File: src/rtl/sgsg_pkg.sv
// Shared constants, codes and control structs for the stepper step generator.
// No dependencies; every other file of the block imports this package.
`default_nettype none

package sgsg_pkg;

  localparam int NUM_MOTORS = 2;   // motors built, 1 or 2
  localparam int MAX_MOTORS = 2;   // width of the per-motor result bit fields
  localparam int REQ_W      = 3;
  localparam int IDX_W      = 1;
  localparam int POS_W      = 32;
  localparam int CNT_W      = 16;
  localparam int ITER_W     = $clog2(CNT_W);
  localparam int CFG_IDX_W  = 1;
  localparam int CFG_DATA_W = 16;

  localparam logic [CNT_W-1:0] PERIOD_RESET = 16'd10;

  // Configuration register indexes.
  localparam logic [CFG_IDX_W-1:0] CFG_PERIOD_MOTOR0 = 1'd0;
  localparam logic [CFG_IDX_W-1:0] CFG_PERIOD_MOTOR1 = 1'd1;

  typedef enum logic [REQ_W-1:0] {
    REQ_TICK     = 3'd0,
    REQ_SET_GOAL = 3'd1,
    REQ_SET_POS  = 3'd2,
    REQ_SET_EN   = 3'd3,
    REQ_READ     = 3'd4
  } req_e;

  // Command for one motor, already qualified by the addressed motor.
  typedef struct packed {
    logic             apply;
    logic             tick;
    logic             wr_goal;
    logic             wr_pos;
    logic             wr_en;
    logic [POS_W-1:0] value;
  } motor_cmd_t;

  // State of one motor after the command that is applied this cycle.
  typedef struct packed {
    logic             busy;
    logic             step;
    logic             dir;
    logic             en;
    logic [POS_W-1:0] position;
    logic [POS_W-1:0] goal;
  } motor_stat_t;

endpackage

`default_nettype wire

File: src/rtl/sgsg_req_if.sv
// Request channel of the stepper step generator: valid, ready and one command word.
// Depends on sgsg_pkg for field widths.
`default_nettype none

interface sgsg_req_if
  import sgsg_pkg::*;
();
  logic             valid;
  logic             ready;
  logic [REQ_W-1:0] req_type;
  logic [IDX_W-1:0] motor_index;
  logic [POS_W-1:0] value;

  modport source (output valid, output req_type, output motor_index, output value,
                  input ready);
  modport sink   (input valid, input req_type, input motor_index, input value,
                  output ready);
endinterface

`default_nettype wire

File: src/rtl/sgsg_rsp_if.sv
// Result channel of the stepper step generator: valid, ready and one status word.
// Depends on sgsg_pkg for field widths.
`default_nettype none

interface sgsg_rsp_if
  import sgsg_pkg::*;
();
  logic                  valid;
  logic                  ready;
  logic [MAX_MOTORS-1:0] step_pulses;
  logic [MAX_MOTORS-1:0] directions;
  logic [MAX_MOTORS-1:0] enables;
  logic [POS_W-1:0]      position_out;
  logic [POS_W-1:0]      goal_out;
  logic                  arrived;

  modport source (output valid, output step_pulses, output directions, output enables,
                  output position_out, output goal_out, output arrived, input ready);
  modport sink   (input valid, input step_pulses, input directions, input enables,
                  input position_out, input goal_out, input arrived, output ready);
endinterface

`default_nettype wire

File: src/rtl/sgsg_motor.sv
// One motor: divider counter, position, goal, direction and enable registers,
// plus a bit-serial remainder unit that refits the counter after a period write.
// Depends on sgsg_pkg.
`default_nettype none

module sgsg_motor
  import sgsg_pkg::*;
(
  input  wire logic             clk_i,
  input  wire logic             rst_ni,
  input  wire logic [CNT_W-1:0] period_i,
  input  wire logic             period_wr_i,
  input  wire motor_cmd_t       cmd_i,
  output      motor_stat_t      stat_o
);

  logic [CNT_W-1:0]  cnt_q, cnt_d;
  logic [POS_W-1:0]  pos_q, pos_d;
  logic [POS_W-1:0]  goal_q, goal_d;
  logic              dir_q, dir_d;
  logic              en_q, en_d;
  logic              busy_q;
  logic [ITER_W-1:0] iter_q;
  logic [CNT_W-1:0]  num_q;
  logic [CNT_W-1:0]  rem_q, rem_d;

  logic [CNT_W-1:0]  per_eff;
  logic [CNT_W:0]    cnt_inc;
  logic [CNT_W:0]    rem_shift;
  logic              wrap;
  logic              below;
  logic              above;
  logic              step;

  // A period of zero counts as one.
  assign per_eff = (period_i == '0) ? CNT_W'(1) : period_i;

  // Outside a refit the counter stays below the period, so one compare finds the wrap.
  assign cnt_inc = {1'b0, cnt_q} + (CNT_W+1)'(1);
  assign wrap    = (cnt_inc >= {1'b0, per_eff});
  assign below   = ($signed(pos_q) < $signed(goal_q));
  assign above   = ($signed(goal_q) < $signed(pos_q));
  assign step    = cmd_i.apply && cmd_i.tick && wrap && (below || above);

  // One restoring step of count mod period.
  assign rem_shift = {rem_q, num_q[CNT_W-1]};
  assign rem_d     = (rem_shift >= {1'b0, per_eff}) ?
                     CNT_W'(rem_shift - {1'b0, per_eff}) : rem_shift[CNT_W-1:0];

  always_comb begin
    cnt_d  = cnt_q;
    pos_d  = pos_q;
    goal_d = goal_q;
    dir_d  = dir_q;
    en_d   = en_q;
    if (cmd_i.apply) begin
      if (cmd_i.tick) begin
        cnt_d = wrap ? '0 : cnt_inc[CNT_W-1:0];
        if (wrap && below) begin
          pos_d = pos_q + POS_W'(1);
          dir_d = 1'b0;
        end else if (wrap && above) begin
          pos_d = pos_q - POS_W'(1);
          dir_d = 1'b1;
        end
      end
      if (cmd_i.wr_goal) begin
        goal_d = cmd_i.value;
      end
      if (cmd_i.wr_pos) begin
        pos_d = cmd_i.value;
      end
      if (cmd_i.wr_en) begin
        en_d = cmd_i.value[0];
      end
    end else if (busy_q && (iter_q == ITER_W'(CNT_W-1))) begin
      cnt_d = rem_d;
    end
  end

  always_ff @(posedge clk_i or negedge rst_ni) begin
    if (!rst_ni) begin
      cnt_q  <= '0;
      pos_q  <= '0;
      goal_q <= '0;
      dir_q  <= 1'b0;
      en_q   <= 1'b1;
      busy_q <= 1'b0;
      iter_q <= '0;
    end else begin
      cnt_q  <= cnt_d;
      pos_q  <= pos_d;
      goal_q <= goal_d;
      dir_q  <= dir_d;
      en_q   <= en_d;
      if (period_wr_i) begin
        busy_q <= 1'b1;
        iter_q <= '0;
      end else if (busy_q) begin
        iter_q <= iter_q + ITER_W'(1);
        if (iter_q == ITER_W'(CNT_W-1)) begin
          busy_q <= 1'b0;
        end
      end
    end
  end

  always_ff @(posedge clk_i) begin
    if (period_wr_i) begin
      num_q <= cnt_q;
      rem_q <= '0;
    end else if (busy_q) begin
      num_q <= {num_q[CNT_W-2:0], 1'b0};
      rem_q <= rem_d;
    end
  end

  assign stat_o.busy     = busy_q;
  assign stat_o.step     = step;
  assign stat_o.dir      = dir_d;
  assign stat_o.en       = en_d;
  assign stat_o.position = pos_d;
  assign stat_o.goal     = goal_d;

  a_cnt_in_range: assert property (@(posedge clk_i) disable iff (!rst_ni)
    !busy_q |-> (cnt_q < per_eff))
    else $error("divider count not below the step period");

  a_no_cmd_in_refit: assert property (@(posedge clk_i) disable iff (!rst_ni)
    busy_q |-> !cmd_i.apply)
    else $error("command applied while the counter is refitted");

  a_step_moves: assert property (@(posedge clk_i) disable iff (!rst_ni)
    (step && !cmd_i.wr_pos) |=> (pos_q != $past(pos_q)))
    else $error("step pulse without a position change");

endmodule

`default_nettype wire

File: src/rtl/stepper_goal_step_generator_core.sv
// Top level of the two-motor stepper step generator: input register, motor units,
// result selection and result register. Depends on sgsg_pkg, sgsg_req_if,
// sgsg_rsp_if and sgsg_motor.
`default_nettype none

// Each command word (tick, set goal, set position, set enable, read) yields one
// result word. The word is held in the input register and then moves to the
// result register, where its result can be taken. With the result channel ready
// and no divider refit running, one word is accepted per cycle. While a result
// waits to be taken, the input register takes one more word and the request
// channel then stalls until the result moves on. A write to a step period refits
// that motor's divider count with a bit-serial remainder unit; while it runs no
// word is accepted. Step pulses are one result wide: one bit per motor, set on
// the tick word on which it stepped.
module stepper_goal_step_generator_core
  import sgsg_pkg::*;
(
  input  wire logic                  clk_i,
  input  wire logic                  rst_ni,
  input  wire logic                  cfg_we_i,
  input  wire logic [CFG_IDX_W-1:0]  cfg_index_i,
  input  wire logic [CFG_DATA_W-1:0] cfg_data_i,
  sgsg_req_if.sink                   req_i,
  sgsg_rsp_if.source                 rsp_o
);

  logic [CNT_W-1:0] period_q [MAX_MOTORS];

  logic             in_vld_q;
  logic [REQ_W-1:0] in_type_q;
  logic [IDX_W-1:0] in_idx_q;
  logic [POS_W-1:0] in_value_q;

  logic                  out_vld_q;
  logic [MAX_MOTORS-1:0] out_step_q, out_dir_q, out_en_q;
  logic [POS_W-1:0]      out_pos_q, out_goal_q;
  logic                  out_arr_q;

  motor_stat_t           stat [MAX_MOTORS];
  logic [MAX_MOTORS-1:0] busy_vec, step_vec, dir_vec, en_vec;
  logic                  busy_any;
  logic                  advance;
  logic                  issue;
  logic                  accept;
  logic                  present;
  logic [POS_W-1:0]      sel_pos, sel_goal;

  assign busy_any = |busy_vec;
  assign advance  = !out_vld_q || rsp_o.ready;
  assign issue    = in_vld_q && advance && !busy_any;
  assign req_i.ready = (!in_vld_q || issue) && !busy_any;
  assign accept   = req_i.valid && req_i.ready;
  assign present  = (int'(in_idx_q) < NUM_MOTORS);

  always_ff @(posedge clk_i or negedge rst_ni) begin
    if (!rst_ni) begin
      for (int m = 0; m < MAX_MOTORS; m++) begin
        period_q[m] <= PERIOD_RESET;
      end
    end else if (cfg_we_i) begin
      period_q[cfg_index_i] <= cfg_data_i;
    end
  end

  for (genvar m = 0; m < MAX_MOTORS; m++) begin : g_motor
    if (m < NUM_MOTORS) begin : g_on
      motor_cmd_t cmd;
      logic       sel;

      assign sel         = (in_idx_q == IDX_W'(m));
      assign cmd.apply   = issue;
      assign cmd.tick    = (in_type_q == REQ_TICK);
      assign cmd.wr_goal = sel && (in_type_q == REQ_SET_GOAL);
      assign cmd.wr_pos  = sel && (in_type_q == REQ_SET_POS);
      assign cmd.wr_en   = sel && (in_type_q == REQ_SET_EN);
      assign cmd.value   = in_value_q;

      sgsg_motor u_motor (
        .clk_i       (clk_i),
        .rst_ni      (rst_ni),
        .period_i    (period_q[m]),
        .period_wr_i (cfg_we_i && (cfg_index_i == CFG_IDX_W'(m))),
        .cmd_i       (cmd),
        .stat_o      (stat[m])
      );
    end else begin : g_off
      assign stat[m] = '0;
    end
    assign busy_vec[m] = stat[m].busy;
    assign step_vec[m] = stat[m].step;
    assign dir_vec[m]  = stat[m].dir;
    assign en_vec[m]   = stat[m].en;
  end

  assign sel_pos  = present ? stat[in_idx_q].position : '0;
  assign sel_goal = present ? stat[in_idx_q].goal : '0;

  always_ff @(posedge clk_i or negedge rst_ni) begin
    if (!rst_ni) begin
      in_vld_q  <= 1'b0;
      out_vld_q <= 1'b0;
    end else begin
      if (accept) begin
        in_vld_q <= 1'b1;
      end else if (issue) begin
        in_vld_q <= 1'b0;
      end
      if (issue) begin
        out_vld_q <= 1'b1;
      end else if (rsp_o.ready) begin
        out_vld_q <= 1'b0;
      end
    end
  end

  always_ff @(posedge clk_i) begin
    if (accept) begin
      in_type_q  <= req_i.req_type;
      in_idx_q   <= req_i.motor_index;
      in_value_q <= req_i.value;
    end
    if (issue) begin
      out_step_q <= step_vec;
      out_dir_q  <= dir_vec;
      out_en_q   <= en_vec;
      out_pos_q  <= sel_pos;
      out_goal_q <= sel_goal;
      out_arr_q  <= present && (sel_pos == sel_goal);
    end
  end

  assign rsp_o.valid        = out_vld_q;
  assign rsp_o.step_pulses  = out_step_q;
  assign rsp_o.directions   = out_dir_q;
  assign rsp_o.enables      = out_en_q;
  assign rsp_o.position_out = out_pos_q;
  assign rsp_o.goal_out     = out_goal_q;
  assign rsp_o.arrived      = out_arr_q;

  a_issue_gives_result: assert property (@(posedge clk_i) disable iff (!rst_ni)
    issue |=> out_vld_q)
    else $error("issued word did not reach the result register");

  a_no_accept_in_refit: assert property (@(posedge clk_i) disable iff (!rst_ni)
    busy_any |-> !req_i.ready)
    else $error("word accepted while a divider is refitted");

  a_pulse_only_on_tick: assert property (@(posedge clk_i) disable iff (!rst_ni)
    (issue && (in_type_q != REQ_TICK)) |=> (out_step_q == '0))
    else $error("step pulse reported for a word that is not a tick");

endmodule

`default_nettype wire
File: src/flat_wrapper.sv
// flat-port wrapper written by rule: the top's interface ports become plain ports
module stepper_goal_step_generator_core_flat import sgsg_pkg::*;
  (clk_i, rst_ni, cfg_we_i, cfg_index_i, cfg_data_i, req_i_valid, req_i_req_type, req_i_motor_index, req_i_value, req_i_ready, rsp_o_valid, rsp_o_step_pulses, rsp_o_directions, rsp_o_enables, rsp_o_position_out, rsp_o_goal_out, rsp_o_arrived, rsp_o_ready);
  sgsg_req_if req_i_i ();
  sgsg_rsp_if rsp_o_i ();
  input  wire logic clk_i;
  input  wire logic rst_ni;
  input  wire logic cfg_we_i;
  input  wire logic [CFG_IDX_W-1:0] cfg_index_i;
  input  wire logic [CFG_DATA_W-1:0] cfg_data_i;
  input wire logic [$bits(req_i_i.valid)-1:0] req_i_valid;
  input wire logic [$bits(req_i_i.req_type)-1:0] req_i_req_type;
  input wire logic [$bits(req_i_i.motor_index)-1:0] req_i_motor_index;
  input wire logic [$bits(req_i_i.value)-1:0] req_i_value;
  output wire logic [$bits(req_i_i.ready)-1:0] req_i_ready;
  output wire logic [$bits(rsp_o_i.valid)-1:0] rsp_o_valid;
  output wire logic [$bits(rsp_o_i.step_pulses)-1:0] rsp_o_step_pulses;
  output wire logic [$bits(rsp_o_i.directions)-1:0] rsp_o_directions;
  output wire logic [$bits(rsp_o_i.enables)-1:0] rsp_o_enables;
  output wire logic [$bits(rsp_o_i.position_out)-1:0] rsp_o_position_out;
  output wire logic [$bits(rsp_o_i.goal_out)-1:0] rsp_o_goal_out;
  output wire logic [$bits(rsp_o_i.arrived)-1:0] rsp_o_arrived;
  input wire logic [$bits(rsp_o_i.ready)-1:0] rsp_o_ready;
  assign req_i_i.valid = req_i_valid;
  assign req_i_i.req_type = req_i_req_type;
  assign req_i_i.motor_index = req_i_motor_index;
  assign req_i_i.value = req_i_value;
  assign req_i_ready = req_i_i.ready;
  assign rsp_o_valid = rsp_o_i.valid;
  assign rsp_o_step_pulses = rsp_o_i.step_pulses;
  assign rsp_o_directions = rsp_o_i.directions;
  assign rsp_o_enables = rsp_o_i.enables;
  assign rsp_o_position_out = rsp_o_i.position_out;
  assign rsp_o_goal_out = rsp_o_i.goal_out;
  assign rsp_o_arrived = rsp_o_i.arrived;
  assign rsp_o_i.ready = rsp_o_ready;
  stepper_goal_step_generator_core u_core (.clk_i(clk_i), .rst_ni(rst_ni), .cfg_we_i(cfg_we_i), .cfg_index_i(cfg_index_i), .cfg_data_i(cfg_data_i), .req_i(req_i_i), .rsp_o(rsp_o_i));
endmodule
File: config.mk
export PLATFORM = sky130hd
export DESIGN_NAME = stepper_goal_step_generator_core_flat
export DESIGN_NICKNAME = d
export VERILOG_FILES = /design/src/rtl/sgsg_pkg.sv /design/src/rtl/sgsg_req_if.sv /design/src/rtl/sgsg_rsp_if.sv /design/src/rtl/sgsg_motor.sv /design/src/rtl/stepper_goal_step_generator_core.sv /design/src/flat_wrapper.sv
export SDC_FILE = /design/constraint.sdc
export NUM_CORES = 1
export LEC_CHECK = 0
export BUFFER_PORTS_ARGS = -buffer_cell sky130_fd_sc_hd__buf_2
export CAP_MARGIN = 20
export CORE_MARGIN = 1
export CORE_UTILIZATION = 54
export DETAILED_ROUTE_END_ITERATION = 6
export PLACE_DENSITY = 0.78
export SLEW_MARGIN = 10
export SYNTH_ARGS = -nofsm -noshare
export SYNTH_HDL_FRONTEND = slang
export SYNTH_HIERARCHICAL = 1
export SYNTH_SLANG_ARGS = --single-unit
File: constraint.sdc
create_clock -name clk_i -period 7.2 [get_ports clk_i]
set_clock_uncertainty 0.15 [all_clocks]
set_input_delay 0.72 -clock clk_i [delete_from_list [all_inputs] [get_ports clk_i]]
set_output_delay 0.72 -clock clk_i [all_outputs]
set_load 0.03 [all_outputs]
### Yosys cells after proc, flatten, opt, wreduce, memory -nomap -nowiden

Index checks and enable logic that the tools add are counted.

| storage, ports and cells | value |
|---|---|
| bits of input ports | 58 |
| logic and storage cells | 168 |
| bits in registers | 379 |
| output and inout bits | 73 |

| cells by class | value |
|---|---|
| $add $sub $neg | 10 |
| reductions and logical operators | 43 |
| equality and inequality tests | 7 |
| bitwise logic cells | 4 |
| order comparisons | 11 |
| multiplexer cells | 62 |

Operator list:

| operator | number |
|---|---|
| $mux 32 | 14 |
| $mux 16 | 17 |
| $mux 64 | 3 |
| $lt 32x32->1 | 4 |
| $ge 17x16->1 | 4 |
| $add 32x1->32 const B | 2 |
| $sub 32x1->32 const B | 2 |
| $add 16x1->17 const B | 2 |
| $bwmux 32 | 1 |
| $eq 32x32->1 | 1 |
| $logic_not 16->1 | 2 |
| $sub 16x16->16 | 2 |
| $logic_and 1x1->1 | 24 |
| $mux 1 | 22 |
| $demux 16 s1 | 1 |
| $mux 4 | 4 |
| $reduce_bool 2->1 | 6 |
| $add 4x1->4 const B | 2 |
| $eq 4x4->1 const B | 2 |
| $eq 3x2->1 const B | 2 |
| $ge 2x2->1 const B | 2 |
| $logic_or 1x1->1 | 4 |
| $not 1->2 | 2 |
| $reduce_and 2->1 | 2 |
| other kinds (7) | 10 |

### Longest topological paths before layout

Gate-level depths: netlist of run 1.

| logic depth | value |
|---|---|
| depth in word-level cells | 13 |
| gate-level depth with buffers | 25 |

### Modules after synthesis

The synthesis of run 1 kept the hierarchy.

By module, submodules not included:

| module | cells an instance | sequential area each (sq um) | area an instance (sq um) | times used |
|---|---|---|---|---|
| sgsg_motor at u_core.g_motor[0].g_on.u_motor | 990 | 2979.1 | 8856.0 | 1 |
| sgsg_motor at u_core.g_motor[1].g_on.u_motor | 1000 | 2979.1 | 8826.0 | 1 |
| stepper_goal_step_generator_core | 356 | 4068.9 | 6049.6 | 1 |

### Least setup slack after synthesis of run 1

OpenSTA, ideal clock, no wires.

| timing path | value |
|---|---|
| path kind | input port to flip-flop |
| from | input rsp_o_ready |
| to | register u_core.out_arr_q (netlist: u_core/rsp_o.arrived) (data pin) |
| stages on the path | 12 |
| data required time | 6.866 ns |
| setup slack | 0.436 ns |
| arrival time | 6.429 ns |
| cell sequence | nor2b_1 -> nor2_1 -> inv_1 -> nor2_1 -> clkbuf_1 -> nand2_1 -> o211ai_1 -> xnor2_1 -> nand4_1 -> nor4_1 -> nand2_1 -> a2111oi_4 |

RTL lines:

| item | RTL line | text |
|---|---|---|
| start, declared | flat_wrapper.sv:23 | `input wire logic [$bits(rsp_o_i.ready)-1:0] rsp_o_ready;` |
| end signal, assigned | stepper_goal_step_generator_core.sv:128 | `out_arr_q <= present && (sel_pos == sel_goal);` |
| end, declared | stepper_goal_step_generator_core.sv:37 | `logic out_arr_q;` |

==> flow_metrics.py, run 1 <==
metrics = {
    "timing": {
        "maxClockFrequency_mhz": 149.9,
        "finalHoldViolCount": 3,
        "timing_worst_slew_pin_value_ps": 1074,
        "period_minus_slack_ps": 6670,
        "headroom_to_the_max_slew_limit_pct": 28.39,
        "timing.hold.ws_ps": -23.34,
        "finalWorstSetupSlack_ps": 529.5,
        "rsz0062_at_grt": "false",
        "report.final.setup_viol": 0,
        "timing.setup.tns_ps": 0,
        "min_period_over_period_pct": 92.65,
        "slew_viol_final": 0,
    },
    "synth": {
        "synth-seq-area-share_pct": 42.25,
        "synth_seq_cells": 379,
        "avg_inst_size_synth_um2": 10.12,
        "postSynth.asyncResetShare_pct": 54.88,
        "number_of_standard_cells_after_synthesis": 2346,
        "netlist_area_mm2": 0.02373,
        "synth_enable_flop_cells": 139,
        "post_synth_num_cell_types": 98,
        "synth_ff_type": "sky130_fd_sc_hd__dfrtp_1",
        "postSynthNetCount": 2542,
        "synth.yosys.warnings": 6,
    },
    "placed_design": {
        "post_dp_cell_area_mm2": 0.02488,
        "portBuffers": 130,
        "post_detail_place_hpwl_um": 57570,
        "detailedPlace.worstSlack_ps": 694.3,
        "gpl.final_weighted_congestion": 0.9791,
    },
    "hold_path": {
        "min_path_type": "in2async",
    },
    "clock_tree": {
        "cts_buffer_depth": 3,
        "cts_inserted_buffers": 43,
        "clkSlewWorstSetupHoldPaths_ps": 60,
        "clock_tree.root_cell": "sky130_fd_sc_hd__clkbuf_16",
        "postCtsHoldBufs": 0,
        "cts_tree": "done",
        "clk-insertion-delay-late_ps": 590,
        "post-cts-setup-buffers": 0,
        "clock_tree.htree_level_count": 2,
        "cts.sink_count": 379,
        "cts.repair.resized": 0,
    },
    "run": {
        "max_cap_viol_count": 0,
    },
    "detailed_routing": {
        "detail_route.wl_per_cell_um": 25.81,
        "detail-route-antenna-nets": 0,
        "detailroute.via_count": 20540,
        "wirelength_um": 78950,
        "dr.first_iter.drc_count": 2445,
        "number_of_search_and_repair_iterations_in_the_first_detailed_routing_pass": 7,
        "route.layer.met1.wl_um": 31020,
        "route.top_layer_used": "met4",
        "route.detailed.drc": 27,
        "detail_route.vias_per_cell": 6.716,
        "detailroute.wirelength.met2_um": 34830,
        "met3RoutedLength_um": 7312,
    },
    "setup_path": {
        "crit_arrival_ps": 6910,
        "crit_path_max_fanout": 18,
        "path_class": "reg2reg",
        "critical_path.startpoint_type": "flip-flop",
        "path_delay_family": "simple AND/OR/NAND/NOR gates",
        "worst_setup_path_end_kind": "flip-flop",
        "path_cells": "and3_1, and3_1, nand3_1, nor2_1, and3_1, nand3_1, xnor2_1, ha_1, and3_1, a221oi_1, o211a_1, nor2b_2, and3_1, a32oi_1, mux2i_1, o211ai_1, xnor2_1, nand4_1, nor4_1, nand2_1, a2111oi_4",
        "critical_path.n_buffers_inverters": 0,
        "critical-path-top-cell-by-count": "sky130_fd_sc_hd__and3_1",
        "timing.critical_path.from": "u_core/g_motor[0].g_on.u_motor/cnt_q[2]",
        "critical_path.slowest_cell": "sky130_fd_sc_hd__o211a_1",
        "critical-path-max-stage-delay_ps": 670,
        "required_time_worst_endpoint_ps": 7440,
        "r2r-start": "u_core/g_motor[0].g_on.u_motor/cnt_q[2]",
    },
    "die": {
        "die-height_um": 211.6,
        "die_width_um": 211.6,
        "io-pin-count": 131,
        "row_count": 76,
        "design.core.area_mm2": 0.04317,
        "initial_core_util_pct": 54.97,
        "die_area_mm2": 0.04479,
    },
    "power_and_ir_drop": {
        "worst_ir_drop_vdd_mv": 0.2079,
        "pwr_density_cell_mw_per_mm2": 285.2,
        "leakagePower_nw": 11.30,
    },
    "layout": {
        "postLayoutCoreUtil_pct": 61.05,
        "mostFrequentLayoutCells": "sky130_fd_sc_hd__dfrtp_1 (202), sky130_fd_sc_hd__mux2_2 (194), sky130_fd_sc_hd__nor2_1 (158)",
        "mostFrequentLayoutCell": "sky130_fd_sc_hd__dfrtp_1",
        "syn2layout_area_growth_pct": 11.07,
        "drive_above_1_share_pct": 19.58,
        "layout.nets": 2633,
        "postLayoutCellArea_mm2": 0.02636,
    },
    "grt": {
        "grt_start_max_net_pins": 88,
        "overflow": 0,
        "grt_pass1_vias": 20020,
        "antenna_violations_before_repair": 2,
        "grt_pass1_wl_um": 120100,
        "grt_usage_pct": 35.52,
    },
    "outcome": {
        "failed_checks": "DRC, hold timing",
        "result_of_the_run": "finished with violations",
    },
}
[cell usage after synthesis (all sizes together) (26+ instances only)]
| cell type | count | area (um^2) |
|---|---|---|
| and3 | 32 | 200.2 |
| mux2i | 37 | 370.4 |
| nor2 | 161 | 609.3 |
| a21oi | 95 | 475.5 |
| xnor2 | 75 | 656.9 |
| inv | 123 | 461.7 |
| nor4 | 44 | 324.1 |
| a211oi | 37 | 277.8 |
| nand4 | 73 | 456.7 |
| o21ai | 103 | 515.5 |
| xor2 | 46 | 402.9 |
| clkbuf | 82 | 309.0 |
| buf | 41 | 247.7 |
| nand3 | 91 | 473.0 |
| dfxtp | 32 | 640.6 |
| edfxtp | 139 | 4174 |
| mux2 | 199 | 2260 |
| a31oi | 26 | 162.7 |
| nor3 | 66 | 345.3 |
| dfrtp | 202 | 5055 |
| ha | 136 | 1702 |
| nand2 | 138 | 518.0 |
| o211ai | 29 | 222.7 |
[final timing paths]
check                                                           end  slack, ps  cells after the start
max                                            u_core/rsp_o.arrived        530                     21
min                         u_core/g_motor[1].g_on.u_motor/cnt_q[2]        -20                      1
max reg2reg                                    u_core/rsp_o.arrived        530                     21
min reg2reg                u_core/g_motor[0].g_on.u_motor/rem_q[15]        350                      2
max in group asynchronous  u_core/g_motor[0].g_on.u_motor/iter_q[3]       5460                      2
min in group clk_i                            u_core/in_value_q[27]        150                      1
[flip-flops by register name, summed over array words and instances, names as in the netlist, 3 cells and up]
register and cells:
u_core/g_motor.g_on.u_motor/goal_q 64, u_core/period_q 32, u_core/g_motor.g_on.u_motor/iter_q 8, u_core/in_value_q 32, u_core/g_motor.g_on.u_motor/num_q 32, u_core/g_motor.g_on.u_motor/cnt_q 32, u_core/rsp_o.position_out 32, u_core/g_motor.g_on.u_motor/pos_q 64
u_core/rsp_o.goal_out 32, u_core/g_motor.g_on.u_motor/rem_q 32, u_core/in_type_q 3
[final cells by class]
type	count	area [um^2]
diodes	2	5.005
clock buffers	50	1112
clock inverters	30	336.6
fillers	3590	16810
inverters	124	465.4
multi-input cells	1720	12710
flip-flops and latches	379	10030
well taps	585	732.0
repair buffers	169	969.7
[worst register-to-register path, delay by kind of cell, from the launching register on]
kind	cells	cell delay, ps
AOI/OAI and AO/OA	5	1850
xor gates and xnor gates	2	610
adders and majority gates	1	290
DFF	1	470
muxes	1	220
and+or+nand+nor	12	2890
[stage by stage]
stage	cells	power [W]
after global routing	3057	0.007893
after global placement	2975	0.005086
after floorplan	2346	0.004535
after detailed placement	2976	0.005186
final	3059	0.007517
after CTS	3056	0.007506
[layer usage]
layer	vias to the layer above	global-route usage, %
li1	9025	-
met1	9899	45.38
met2	1290	55.85
met3	329	6.601
met4	0	21.94
met5	-	0
[power breakdown]
| group | leakage [nW] | internal, W | switching [W] |
|---|---|---|---|
| combinational | 6.42 | 0.000985 | 0.00138 |
| sequential | 4.18 | 0.00256 | 0.000284 |
| clock | 0.706 | 0.00133 | 0.000970 |
[cells by family after synthesis]
family | share of synthesized area [%]
simple gates | 15.60
compound gates | 14.96
buf+inv | 4.307
flops | 42.25
fa+ha+maj | 7.339
mux | 11.08
xor+xnor | 4.466
(Power assumes the default switching activity.)
==> inputs of run 2 (changes only) <==
Settings changed: CAP_MARGIN 20 to unset, CTS_BUF_LIST set to sky130_fd_sc_hd__clkbuf_16.
==> flow_metrics.py, run 2 (synthesis gave the netlist of run 1 again) <==
metrics = {
    "placed_design": {
        "portBuffers": 130,
        "post_detail_place_hpwl_um": 57680,
        "gpl.final_weighted_congestion": 0.9791,
    },
    "timing": {
        "finalHoldViolCount": 3,
        "maxClockFrequency_mhz": 150.6,
        "rsz0062_at_grt": "false",
        "headroom_to_the_max_slew_limit_pct": 16.04,
        "period_minus_slack_ps": 6641,
        "slew_viol_final": 0,
        "timing.setup.tns_ps": 0,
        "timing_worst_slew_pin_value_ps": 1255,
        "report.final.setup_viol": 0,
        "min_period_over_period_pct": 92.23,
        "timing.hold.ws_ps": -12.87,
    },
    "setup_path": {
        "path_class": "reg2reg",
        "critical_path.startpoint_type": "flip-flop",
        "required_time_worst_endpoint_ps": 7420,
        "crit_arrival_ps": 6860,
        "crit_path_max_fanout": 18,
        "worst_setup_path_end_kind": "flip-flop",
    },
    "clock_tree": {
        "clock_tree.root_cell": "sky130_fd_sc_hd__clkbuf_16",
        "cts_tree": "done",
        "postCtsHoldBufs": 0,
        "cts_buffer_depth": 3,
        "cts.sink_count": 379,
        "clk-insertion-delay-late_ps": 580,
        "clock_tree.htree_level_count": 2,
        "cts_inserted_buffers": 42,
        "clkSlewWorstSetupHoldPaths_ps": 60,
        "cts.repair.resized": 0,
        "post-cts-setup-buffers": 0,
    },
    "layout": {
        "postLayoutCoreUtil_pct": 61.11,
        "drive_above_1_share_pct": 19.37,
        "layout.nets": 2630,
        "reg_top3": "u_core/g_motor.g_on.u_motor/goal_q: 64 flops, u_core/g_motor.g_on.u_motor/pos_q: 64 flops",
        "mostFrequentLayoutCells": "sky130_fd_sc_hd__dfrtp_1 (202), sky130_fd_sc_hd__mux2_2 (194), sky130_fd_sc_hd__nor2_1 (158)",
        "mostFrequentLayoutCell": "sky130_fd_sc_hd__dfrtp_1",
        "syn2layout_area_growth_pct": 11.18,
    },
    "detailed_routing": {
        "detailroute.via_count": 20400,
        "detail_route.vias_per_cell": 6.679,
        "wirelength_um": 78730,
        "detail_route.wl_per_cell_um": 25.77,
        "route.detailed.drc": 0,
        "number_of_search_and_repair_iterations_in_the_first_detailed_routing_pass": 6,
        "detail-route-antenna-nets": 0,
        "dr.first_iter.drc_count": 2292,
    },
    "outcome": {
        "failed_checks": "hold timing",
        "result_of_the_run": "finished with violations",
    },
    "power_and_ir_drop": {
        "power.total_w": 0.007577,
        "leakagePower_nw": 11.33,
        "worst_ir_drop_vdd_mv": 0.2180,
        "pwr_density_cell_mw_per_mm2": 287.2,
    },
    "grt": {
        "grt_usage_pct": 35.21,
        "grt_pass1_vias": 20030,
        "grt_start_max_net_pins": 88,
        "overflow": 0,
        "antenna_violations_before_repair": 4,
        "grt_pass1_wl_um": 118900,
    },
    "die": {
        "initial_core_util_pct": 54.97,
        "io-pin-count": 131,
        "row_count": 76,
        "die_width_um": 211.6,
        "die-height_um": 211.6,
        "design.core.area_mm2": 0.04317,
        "die_area_mm2": 0.04479,
    },
    "run": {
        "max_cap_viol_count": 0,
    },
    "hold_path": {
        "min_path_type": "in2async",
    },
}
==> run 2: changes by cell type in the layout (fill, tap and decap cells not counted), sizes merged <==
cell,delta
clkbuf,-5
buf,-2
clkinv,-6
clkinvlp,+1
bufinv,+2
inv,+6
==> run 2: path summary, 6_finish.rpt <==
path	cells past startpoint	start	slack, ps	end
max	21	u_core/g_motor[0].g_on.u_motor/cnt_q[2]	560	u_core/rsp_o.arrived
min reg2reg	2	u_core/g_motor[0].g_on.u_motor/rem_q[15]	350	u_core/g_motor[0].g_on.u_motor/rem_q[15]
max reg2reg	21	u_core/g_motor[0].g_on.u_motor/cnt_q[2]	560	u_core/rsp_o.arrived
min in group clk_i	1	req_i_value[23]	160	u_core/in_value_q[23]
max in group asynchronous	2	rst_ni	5440	u_core/g_motor[0].g_on.u_motor/cnt_q[0]
min	1	rst_ni	-10	u_core/g_motor[1].g_on.u_motor/cnt_q[1]
==> run 2: where the power goes <==
| group | internal (W) | leakage (nW) | total, W | switching, W |
|---|---|---|---|---|
| Combinational | 0.000979 | 6.40 | 0.00237 | 0.00139 |
| Sequential | 0.00256 | 4.18 | 0.00285 | 0.000284 |
| Clock | 0.00142 | 0.754 | 0.00236 | 0.000941 |
| Total | 0.00497 | 11.3 | 0.00758 | 0.00261 |
==> run 2: per-stage QoR <==
step	cells	worst slack (ps)	hold WS (ps)	cell area, um^2
2_1_floorplan	2346	436.4	274.4	23730
3_3_place_gp	2975	1040	310.8	24870
3_5_place_dp	2975	768.6	339.2	24870
4_1_cts	3053	676.5	22.08	26380
5_1_grt	3053	244.3	47.14	26380
6_report	3055	559.2	-12.87	26380
==> run 2: metal layers <==
| metal | up-vias | part of all wire, % | global-route usage [%] |
|---|---|---|---|
| met3 | 290 | 9.0 | 6.468 |
| li1 | 9003 | - | - |
| met2 | 1216 | 44 | 55.08 |
| met1 | 9890 | 39 | 44.63 |
| met4 | 4 | 7.3 | 23.41 |
| met5 | - | 0.029 | 0 |
==> run 2: worst max-delay path, cell delays in order (launching register included) <==
cell                        delay, ps
sky130_fd_sc_hd__dfrtp_1          470
sky130_fd_sc_hd__and3_1           290
sky130_fd_sc_hd__and3_1           270
sky130_fd_sc_hd__nand3_1          170
sky130_fd_sc_hd__nor2_1           290
sky130_fd_sc_hd__and3_1           310
sky130_fd_sc_hd__nand3_1          120
sky130_fd_sc_hd__xnor2_1          220
sky130_fd_sc_hd__ha_1             280
sky130_fd_sc_hd__and3_1           200
sky130_fd_sc_hd__a221oi_1         280
sky130_fd_sc_hd__o211a_1          640
sky130_fd_sc_hd__nor2b_2          160
sky130_fd_sc_hd__and3_1           490
sky130_fd_sc_hd__a32oi_1          330
sky130_fd_sc_hd__mux2i_1          220
sky130_fd_sc_hd__o211ai_1         160
sky130_fd_sc_hd__xnor2_1          340
sky130_fd_sc_hd__nand4_1          120
sky130_fd_sc_hd__nor4_1           360
sky130_fd_sc_hd__nand2_1          160
sky130_fd_sc_hd__a2111oi_4        390
==> run 2: cell type report <==
| cell class | instances | area [um^2] |
|---|---|---|
| fill | 3606 | 16790 |
| tap | 585 | 732.0 |
| clock buffer | 45 | 1126 |
| antenna | 2 | 5.005 |
| sequential | 379 | 10030 |
| multi-input combinational | 1720 | 12710 |
| clock inverter | 33 | 380.4 |
| timing repair buffer | 167 | 938.4 |
| inverter | 124 | 465.4 |
